`src/scrc_pkg.sv`:
```
// Shared types, constants and the CRC byte update for the skipping record CRC-32 unit.
// Used by scrc_front, scrc_fifo, scrc_back and skipping_record_crc32_unit.
package scrc_pkg;

    localparam int POS_BITS     = 20;
    localparam int SKIP_REGIONS = 3;
    localparam int CFG_IDX_BITS = 4;
    localparam int RESULT_BYTES = 4;
    localparam int QUEUE_DEPTH  = 4;
    localparam int QUEUE_PTR_W  = $clog2(QUEUE_DEPTH);

    localparam logic [31:0] CRC_POLY  = 32'h04C1_1DB7;
    localparam logic [31:0] CRC_START = 32'd987654;

    localparam logic [CFG_IDX_BITS-1:0] CFG_RESULT_ENABLE = 4'd0;
    localparam logic [CFG_IDX_BITS-1:0] CFG_RESULT_OFFSET = 4'd1;
    localparam logic [CFG_IDX_BITS-1:0] CFG_SKIP0_OFFSET  = 4'd2;
    localparam logic [CFG_IDX_BITS-1:0] CFG_SKIP2_SIZE    = 4'd7;

    typedef logic [POS_BITS-1:0] pos_t;

    typedef struct packed {
        logic [7:0]  data;
        logic        excluded;
        logic        last;
        logic        check;
        logic [31:0] expected;
    } item_t;

    function automatic logic [31:0] crc_byte(input logic [31:0] crc, input logic [7:0] b);
        logic [31:0] c;
        c = crc ^ {b, 24'd0};
        for (int k = 0; k < 8; k++)
        begin
            if (c[31])
            begin
                c = {c[30:0], 1'b0} ^ CRC_POLY;
            end
            else
            begin
                c = {c[30:0], 1'b0};
            end
        end
        return c;
    endfunction

endpackage

```
`src/skipping_record_crc32_unit.sv`:
```
// Skipping record CRC-32: top level joining front end, queue and CRC back end.
// Depends on scrc_pkg, scrc_front, scrc_fifo and scrc_back.
// Throughput: one byte per clock, set by the combinational CRC byte update in the back end,
// while the queue has room and no last byte waits for an unread result to be taken.
// Reset (async, active low): config to 0, CRC to 987654, offset to 0, queue and output empty.
// No clearing pass after reset; bytes are taken from the first cycle.
module skipping_record_crc32_unit (
    input  logic                              clk,
    input  logic                              rst_n,
    input  logic                              in_valid,
    output logic                              in_ready,
    input  logic [7:0]                        data_byte,
    input  logic                              last_byte,
    input  logic                              check,
    input  logic [31:0]                       expected_crc,
    output logic                              out_valid,
    input  logic                              out_ready,
    output logic [31:0]                       crc_value,
    output logic                              mismatch,
    input  logic                              cfg_valid,
    output logic                              cfg_ready,
    input  logic [scrc_pkg::CFG_IDX_BITS-1:0] cfg_index,
    input  logic [scrc_pkg::POS_BITS-1:0]     cfg_data
);

    logic            push;
    logic            pop;
    logic            queue_full;
    logic            queue_empty;
    scrc_pkg::item_t push_item;
    scrc_pkg::item_t head;

    scrc_front u_front (
        .clk          (clk),
        .rst_n        (rst_n),
        .in_valid     (in_valid),
        .in_ready     (in_ready),
        .data_byte    (data_byte),
        .last_byte    (last_byte),
        .check        (check),
        .expected_crc (expected_crc),
        .cfg_valid    (cfg_valid),
        .cfg_ready    (cfg_ready),
        .cfg_index    (cfg_index),
        .cfg_data     (cfg_data),
        .queue_full   (queue_full),
        .push         (push),
        .push_item    (push_item)
    );

    scrc_fifo u_fifo (
        .clk       (clk),
        .rst_n     (rst_n),
        .push      (push),
        .push_item (push_item),
        .full      (queue_full),
        .pop       (pop),
        .empty     (queue_empty),
        .head      (head)
    );

    scrc_back u_back (
        .clk       (clk),
        .rst_n     (rst_n),
        .empty     (queue_empty),
        .head      (head),
        .pop       (pop),
        .out_valid (out_valid),
        .out_ready (out_ready),
        .crc_value (crc_value),
        .mismatch  (mismatch)
    );

endmodule

```
`src/scrc_front.sv`:
```
// Front end: holds configuration, tracks the byte offset and marks excluded bytes.
// Depends on scrc_pkg.
module scrc_front (
    input  logic                             clk,
    input  logic                             rst_n,
    input  logic                             in_valid,
    output logic                             in_ready,
    input  logic [7:0]                       data_byte,
    input  logic                             last_byte,
    input  logic                             check,
    input  logic [31:0]                      expected_crc,
    input  logic                             cfg_valid,
    output logic                             cfg_ready,
    input  logic [scrc_pkg::CFG_IDX_BITS-1:0] cfg_index,
    input  logic [scrc_pkg::POS_BITS-1:0]     cfg_data,
    input  logic                             queue_full,
    output logic                             push,
    output scrc_pkg::item_t                  push_item
);

    logic                 result_enable_reg;
    scrc_pkg::pos_t       result_offset_reg;
    scrc_pkg::pos_t       skip_offset_reg [3];
    scrc_pkg::pos_t       skip_size_reg   [3];
    scrc_pkg::pos_t       pos_reg;
    scrc_pkg::pos_t       pos_next;
    logic                 excluded;
    logic [1:0]           region;
    logic [scrc_pkg::CFG_IDX_BITS-1:0] cfg_rel;

    assign cfg_ready = 1'b1;
    assign in_ready  = !queue_full;
    assign push      = in_valid && in_ready;
    assign cfg_rel   = cfg_index - scrc_pkg::CFG_SKIP0_OFFSET;
    assign region    = cfg_rel[2:1];

    always_comb
    begin
        logic [scrc_pkg::POS_BITS:0] pos_x;
        logic [scrc_pkg::POS_BITS:0] start_x;
        logic [scrc_pkg::POS_BITS:0] end_x;
        pos_x   = {1'b0, pos_reg};
        start_x = {1'b0, result_offset_reg};
        end_x   = start_x + (scrc_pkg::POS_BITS+1)'(scrc_pkg::RESULT_BYTES);
        excluded = result_enable_reg && (pos_x >= start_x) && (pos_x < end_x);
        for (int r = 0; r < scrc_pkg::SKIP_REGIONS; r++)
        begin
            start_x = {1'b0, skip_offset_reg[r]};
            end_x   = start_x + {1'b0, skip_size_reg[r]};
            if ((skip_size_reg[r] != '0) && (pos_x >= start_x) && (pos_x < end_x))
            begin
                excluded = 1'b1;
            end
        end
    end

    always_comb
    begin
        push_item.data     = data_byte;
        push_item.excluded = excluded;
        push_item.last     = last_byte;
        push_item.check    = check;
        push_item.expected = expected_crc;
        pos_next           = last_byte ? '0 : pos_reg + 1'b1;
    end

    always_ff @(posedge clk or negedge rst_n)
    begin
        if (!rst_n)
        begin
            pos_pos_reset: pos_reg <= '0;
        end
        else if (push)
        begin
            pos_reg <= pos_next;
        end
    end

    always_ff @(posedge clk or negedge rst_n)
    begin
        if (!rst_n)
        begin
            result_enable_reg <= 1'b0;
            result_offset_reg <= '0;
            for (int r = 0; r < 3; r++)
            begin
                skip_offset_reg[r] <= '0;
                skip_size_reg[r]   <= '0;
            end
        end
        else if (cfg_valid && cfg_ready)
        begin
            case (cfg_index)
                scrc_pkg::CFG_RESULT_ENABLE: result_enable_reg <= cfg_data[0];
                scrc_pkg::CFG_RESULT_OFFSET: result_offset_reg <= cfg_data;
                default:
                begin
                    if (cfg_index inside {[scrc_pkg::CFG_SKIP0_OFFSET:scrc_pkg::CFG_SKIP2_SIZE]})
                    begin
                        if (cfg_rel[0])
                        begin
                            skip_size_reg[region] <= cfg_data;
                        end
                        else
                        begin
                            skip_offset_reg[region] <= cfg_data;
                        end
                    end
                end
            endcase
        end
    end

endmodule

```
`src/scrc_fifo.sv`:
```
// Short queue of classified bytes between the front end and the CRC back end.
// Depends on scrc_pkg.
module scrc_fifo (
    input  logic            clk,
    input  logic            rst_n,
    input  logic            push,
    input  scrc_pkg::item_t push_item,
    output logic            full,
    input  logic            pop,
    output logic            empty,
    output scrc_pkg::item_t head
);

    localparam int CNT_W = scrc_pkg::QUEUE_PTR_W + 1;

    scrc_pkg::item_t                     mem_reg [scrc_pkg::QUEUE_DEPTH];
    logic [scrc_pkg::QUEUE_PTR_W-1:0]    wr_ptr_reg;
    logic [scrc_pkg::QUEUE_PTR_W-1:0]    rd_ptr_reg;
    logic [CNT_W-1:0]                    count_reg;
    logic [CNT_W-1:0]                    count_next;

    assign full  = (count_reg == CNT_W'(scrc_pkg::QUEUE_DEPTH));
    assign empty = (count_reg == '0);
    assign head  = mem_reg[rd_ptr_reg];

    always_comb
    begin
        count_next = count_reg;
        case ({push, pop})
            2'b10:   count_next = count_reg + 1'b1;
            2'b01:   count_next = count_reg - 1'b1;
            default: count_next = count_reg;
        endcase
    end

    always_ff @(posedge clk)
    begin
        if (push)
        begin
            mem_reg[wr_ptr_reg] <= push_item;
        end
    end

    always_ff @(posedge clk or negedge rst_n)
    begin
        if (!rst_n)
        begin
            wr_ptr_reg <= '0;
            rd_ptr_reg <= '0;
            count_reg  <= '0;
        end
        else
        begin
            if (push)
            begin
                wr_ptr_reg <= wr_ptr_reg + 1'b1;
            end
            if (pop)
            begin
                rd_ptr_reg <= rd_ptr_reg + 1'b1;
            end
            count_reg <= count_next;
        end
    end

    a_count_bound: assert property (@(posedge clk) disable iff (!rst_n)
        count_reg <= CNT_W'(scrc_pkg::QUEUE_DEPTH))
        else $error("queue count exceeds depth");

    a_no_pop_empty: assert property (@(posedge clk) disable iff (!rst_n)
        pop |-> !empty)
        else $error("pop from empty queue");

    a_no_push_full: assert property (@(posedge clk) disable iff (!rst_n)
        push |-> !full)
        else $error("push into full queue");

    a_ptr_gap: assert property (@(posedge clk) disable iff (!rst_n)
        (count_reg[scrc_pkg::QUEUE_PTR_W-1:0] == (wr_ptr_reg - rd_ptr_reg)))
        else $error("queue pointers disagree with count");

endmodule

```
`src/scrc_back.sv`:
```
// Back end: folds queued bytes into the CRC and holds the result for the output channel.
// Depends on scrc_pkg.
module scrc_back (
    input  logic            clk,
    input  logic            rst_n,
    input  logic            empty,
    input  scrc_pkg::item_t head,
    output logic            pop,
    output logic            out_valid,
    input  logic            out_ready,
    output logic [31:0]     crc_value,
    output logic            mismatch
);

    logic [31:0] crc_reg;
    logic [31:0] crc_next;
    logic        out_valid_reg;
    logic [31:0] crc_value_reg;
    logic        mismatch_reg;
    logic        slot_free;

    assign slot_free = !out_valid_reg || out_ready;
    assign pop       = !empty && (!head.last || slot_free);
    assign crc_next  = head.excluded ? crc_reg : scrc_pkg::crc_byte(crc_reg, head.data);

    assign out_valid = out_valid_reg;
    assign crc_value = crc_value_reg;
    assign mismatch  = mismatch_reg;

    always_ff @(posedge clk or negedge rst_n)
    begin
        if (!rst_n)
        begin
            crc_reg       <= scrc_pkg::CRC_START;
            out_valid_reg <= 1'b0;
        end
        else
        begin
            if (pop)
            begin
                crc_reg <= head.last ? scrc_pkg::CRC_START : crc_next;
            end
            if (pop && head.last)
            begin
                out_valid_reg <= 1'b1;
            end
            else if (out_ready)
            begin
                out_valid_reg <= 1'b0;
            end
        end
    end

    always_ff @(posedge clk)
    begin
        if (pop && head.last)
        begin
            crc_value_reg <= crc_next;
            mismatch_reg  <= head.check && (crc_next != head.expected);
        end
    end

    a_crc_restart: assert property (@(posedge clk) disable iff (!rst_n)
        (pop && head.last) |=> (crc_reg == scrc_pkg::CRC_START))
        else $error("CRC not restarted after last byte");

    a_result_shown: assert property (@(posedge clk) disable iff (!rst_n)
        (pop && head.last) |=> out_valid)
        else $error("result not presented after last byte");

    a_result_held: assert property (@(posedge clk) disable iff (!rst_n)
        (pop && !head.last && out_valid && !out_ready) |=> $stable(crc_value))
        else $error("pending result overwritten by a non-final byte");

endmodule

```
`config.mk`:
```
export PLATFORM = sky130hd
export DESIGN_NAME = skipping_record_crc32_unit
export DESIGN_NICKNAME = d
export VERILOG_FILES = /design/src/scrc_pkg.sv /design/src/skipping_record_crc32_unit.sv /design/src/scrc_front.sv /design/src/scrc_fifo.sv /design/src/scrc_back.sv
export SDC_FILE = /design/constraint.sdc
export NUM_CORES = 1
export LEC_CHECK = 0
export ABC_AREA = 1
export BUFFER_PORTS_ARGS = -buffer_cell sky130_fd_sc_hd__buf_4
export CORE_ASPECT_RATIO = 1.1
export CORE_MARGIN = 8
export CORE_UTILIZATION = 25
export CTS_CLUSTER_SIZE = 8
export DETAILED_ROUTE_END_ITERATION = 12
export MAX_ROUTING_LAYER = met4
export SYNTH_ARGS = -nofsm -noshare
export SYNTH_HDL_FRONTEND = slang
export SYNTH_SLANG_ARGS = --single-unit
export TNS_END_PERCENT = 100
```
`constraint.sdc`:
```
create_clock -name clk -period 6.49 [get_ports clk]
set_clock_uncertainty 0.2 [all_clocks]
set_input_delay 0 -clock clk [delete_from_list [all_inputs] [get_ports clk]]
set_output_delay 0 -clock clk [all_outputs]
set_load 0.01 [all_outputs]
```
==> flow_summary.json <==
{
  "post-cts-setup-buffers": 0,
  "synthTopCellsByArea": "edfxtp_1 (25%), dfrtp_1 (20%), nand2_1 (12%), ha_1 (11%), o21ai_0 (4.9%)",
  "die-area_um2": 108000,
  "final_common_cell": "nand2_1",
  "cts-root-buf": "clkbuf_16",
  "clock.fmax_mhz": 216,
  "synthDistinctLibCells": 58,
  "violations": "negative hold slack",
  "critical_path_class": "register to register",
  "endpoint_kind": "register",
  "syn-num-nets": 3119,
  "synth_top_family_by_area": "simple AND/OR/NAND/NOR gates",
  "grt_first_pass_wirelength_um": 110000,
  "hp-class": "input port to register",
  "route.detailed.drc": 0,
  "critPathLaunchType": "register",
  "initial_utilization_pct": 25.2,
  "ys_async_sr_fraction_pct": 49.5,
  "place.detailed.hpwl_um": 50100,
  "ios": 107,
  "postRouteWirelength_um": 68800,
  "hold_violations": 1,
  "status": "complete, but fails checks",
  "port_buffers": 105,
  "num-fill-cells": 10300,
  "wl_per_cell_um": 15.7,
  "relSlewSlack_pct": 26.1,
  "synth.avg_cell_area_um2": 8.69,
  "synth_area_um2": 24500,
  "yosysSeqAreaShare_pct": 45.6,
  "htree_levels": 2,
  "syn_inst": 2822,
  "area_delta_synth_final_pct": 20.6,
  "crit_path_frequent_cell": "nand2_1",
  "fin_crit_ns": 4.63,
  "drtPass1Iterations": 6,
  "cpMaxStageDelayCell": "dfrtp_2",
  "ys_ff_latch": 406,
  "drt_iter0_drc": 1196,
  "cts_made_buffers": 57,
  "cts_tree": "done",
  "dp_slack_ns": 1.81,
  "path_max_fanout": 86,
  "path_buf_inv": 2,
  "synth_enable_flop_cells": 205,
  "clk_path_buf_depth": 3,
  "seq_area_um2": 11200,
  "ys_warn_count": 0,
  "fin_nets": 3345,
  "synth-simple-area-share_pct": 21.3,
  "cts-hold-fix-buffers": 116,
  "post-route-period-util_pct": 71.4,
  "antenna_found_initial": 3,
  "grt_usage_pct": 12.9,
  "crit_chain": "inv_6 > nand2_1 > nand3_1 > nand2_2 > inv_2 > nand2_1 > nand2_1 > nand2_1 > nand2_1 > nor2_1 > nand2_1 > nor2_1 > nand2_1 > nor2_1 > nand2_1 > nor2_1 > nand2_1 > nor2_1 > nor2_1",
  "cp_data_required_time_ns": 6.66,
  "yosysTopAreaCell": "edfxtp_1",
  "grt_pass1_vias": 20400,
  "multi_input_area_um2": 11800,
  "coreArea_um2": 97300,
  "cts_resized": 0,
  "dieWidth_um": 315,
  "setup_ws_ns": 1.86,
  "p_per_area_nw_per_um2": 466,
  "cp_top_family": "simple AND/OR/NAND/NOR gates",
  "drv_slew": 0,
  "dieHeight_um": 345,
  "antenna_left": 0,
  "clk_latency_ns": 0.63,
  "gp_congestion": 0.915,
  "layout_common_cells": "nand2_1 (761), inv_1 (298), o21ai_0 (242)",
  "synthFlopType": "edfxtp_1",
  "hold_ws_ns": -0.00000960,
  "num_rows": 120,
  "largest_register_ffs": 172,
  "synth-compound-area-share_pct": 12.2,
  "power.leakage_nw": 13.4,
  "peakVddDrop_uv": 319,
  "clkTransAtPathRegs_ns": 0.06,
  "synth_mux_area_share_pct": 0,
  "synth_top_area_share_pct": 25.1,
  "grt_overflow_total": 0,
  "rsz0062_at_grt": "no",
  "layout-drive-gt1-share_pct": 9.21,
  "synth_fa_ha_area_share_pct": 11.7,
  "slowest_delay_ns": 0.93,
  "grt_max_degree": 109,
  "synthXorXnorAreaFrac_pct": 3.01,
  "tightestPinTransition_ns": 1.11,
  "viasPerCell": 4.65,
  "finalSetupTns_ns": 0,
  "vias": 20300,
  "critPathArrivalTime_ns": 4.81,
  "report.final.setup_viol": 0,
  "cts.sinks": 406,
  "cap_viol_max_count": 0
}
## final timing paths
kind / start / end / slack [ns] / cells past startpoint
max: u_fifo.rd_ptr_reg[0] / u_back.mismatch / 1.86 / 19
min in group asynchronous: rst_n / u_front.skip_size_reg[16] / 0.19 / 3
max in group asynchronous: rst_n / u_back.crc_reg[25] / 5.03 / 4
max reg2reg: u_fifo.rd_ptr_reg[0] / u_back.mismatch / 1.86 / 19
min reg2reg: u_front.result_offset_reg[18] / u_front.result_offset_reg[18] / 0.29 / 2
min: expected_crc[4] / u_fifo.mem_reg[3][4] / -0.00001 / 2
## where the power goes
part | switching (mW) | internal (mW) | total (mW)
Combinational | 4.69 | 2.31 | 7.00
Clock | 1.12 | 1.68 | 2.80
Sequential | 0.429 | 3.55 | 3.98
Total | 6.24 | 7.54 | 13.8
## layout make-up
cell class                      count  area share [%]
Timing Repair Buffer              241            7.18
Tap cell                         1281            5.42
Clock buffer                       90            5.31
Antenna cell                        3          0.0254
Multi-Input combinational cell   2037            40.0
Inverter                          305            3.89
Sequential cell                   406            37.8
Clock inverter                      4           0.288
## cells in the mapped netlist, types with 9 or more instances
| master | number |
|---|---|
| nand2_1 | 761 |
| inv_1 | 298 |
| o21ai_0 | 242 |
| ha_1 | 222 |
| edfxtp_1 | 205 |
| dfrtp_1 | 193 |
| a21oi_1 | 165 |
| nand3_1 | 131 |
| nor2_1 | 125 |
| xor2_1 | 52 |
| clkbuf_1 | 45 |
| nand4_1 | 41 |
| o22ai_1 | 37 |
| nand2_2 | 32 |
| nor3_1 | 27 |
| xnor2_1 | 25 |
| nor4_1 | 24 |
| nand3_2 | 20 |
| a32oi_1 | 17 |
| nand3b_1 | 14 |
| buf_2 | 13 |
| nand2_4 | 10 |
| a211oi_1 | 9 |
| a21boi_0 | 9 |
## per-stage QoR
step | power [mW] | hold WS (ns) | util, % | cell area (um^2) | instances
4_1_cts | 13.9 | 0.00395 | 30.4 | 29600 | 4364
2_1_floorplan | 9.00 | -0.496 | - | 24500 | 2822
3_5_place_dp | 10.9 | -0.0349 | 27.5 | 26700 | 4154
6_report | 13.8 | -0.00000960 | 30.4 | 29600 | 4367
3_3_place_gp | 10.9 | -0.0340 | 27.5 | 26700 | 4154
5_1_grt | 15.0 | 0.0181 | 30.4 | 29600 | 4365
## layer usage
metal	routed length [um]	global-route usage, %
met1	29700	15.5
met2	33500	22.2
met3	3580	1.86
met4	2030	3.85
met5	0	-
## worst reg2reg max path, stage by stage, from the launching register on
cell,delay (ns)
dfrtp_2,0.93
inv_6,0.44
nand2_1,0.16
nand3_1,0.09
nand2_2,0.74
inv_2,0.57
nand2_1,0.21
nand2_1,0.11
nand2_1,0.08
nand2_1,0.05
nor2_1,0.10
nand2_1,0.06
nor2_1,0.08
nand2_1,0.06
nor2_1,0.10
nand2_1,0.09
nor2_1,0.12
nand2_1,0.07
nor2_1,0.09
nor2_1,0.04
## cells by family (layout without fill, tap and decap cells)
family,Yosys count,after routing
other,1,4
flip-flops,406,406
AND/OR/NAND/NOR,1193,1193
adder cells (fa/ha/maj),226,226
XOR/XNOR,81,81
AO/OA/AOI/OAI,536,536
buffers and inverters,379,640
No activity file was read; power rests on OpenSTA's default activity.
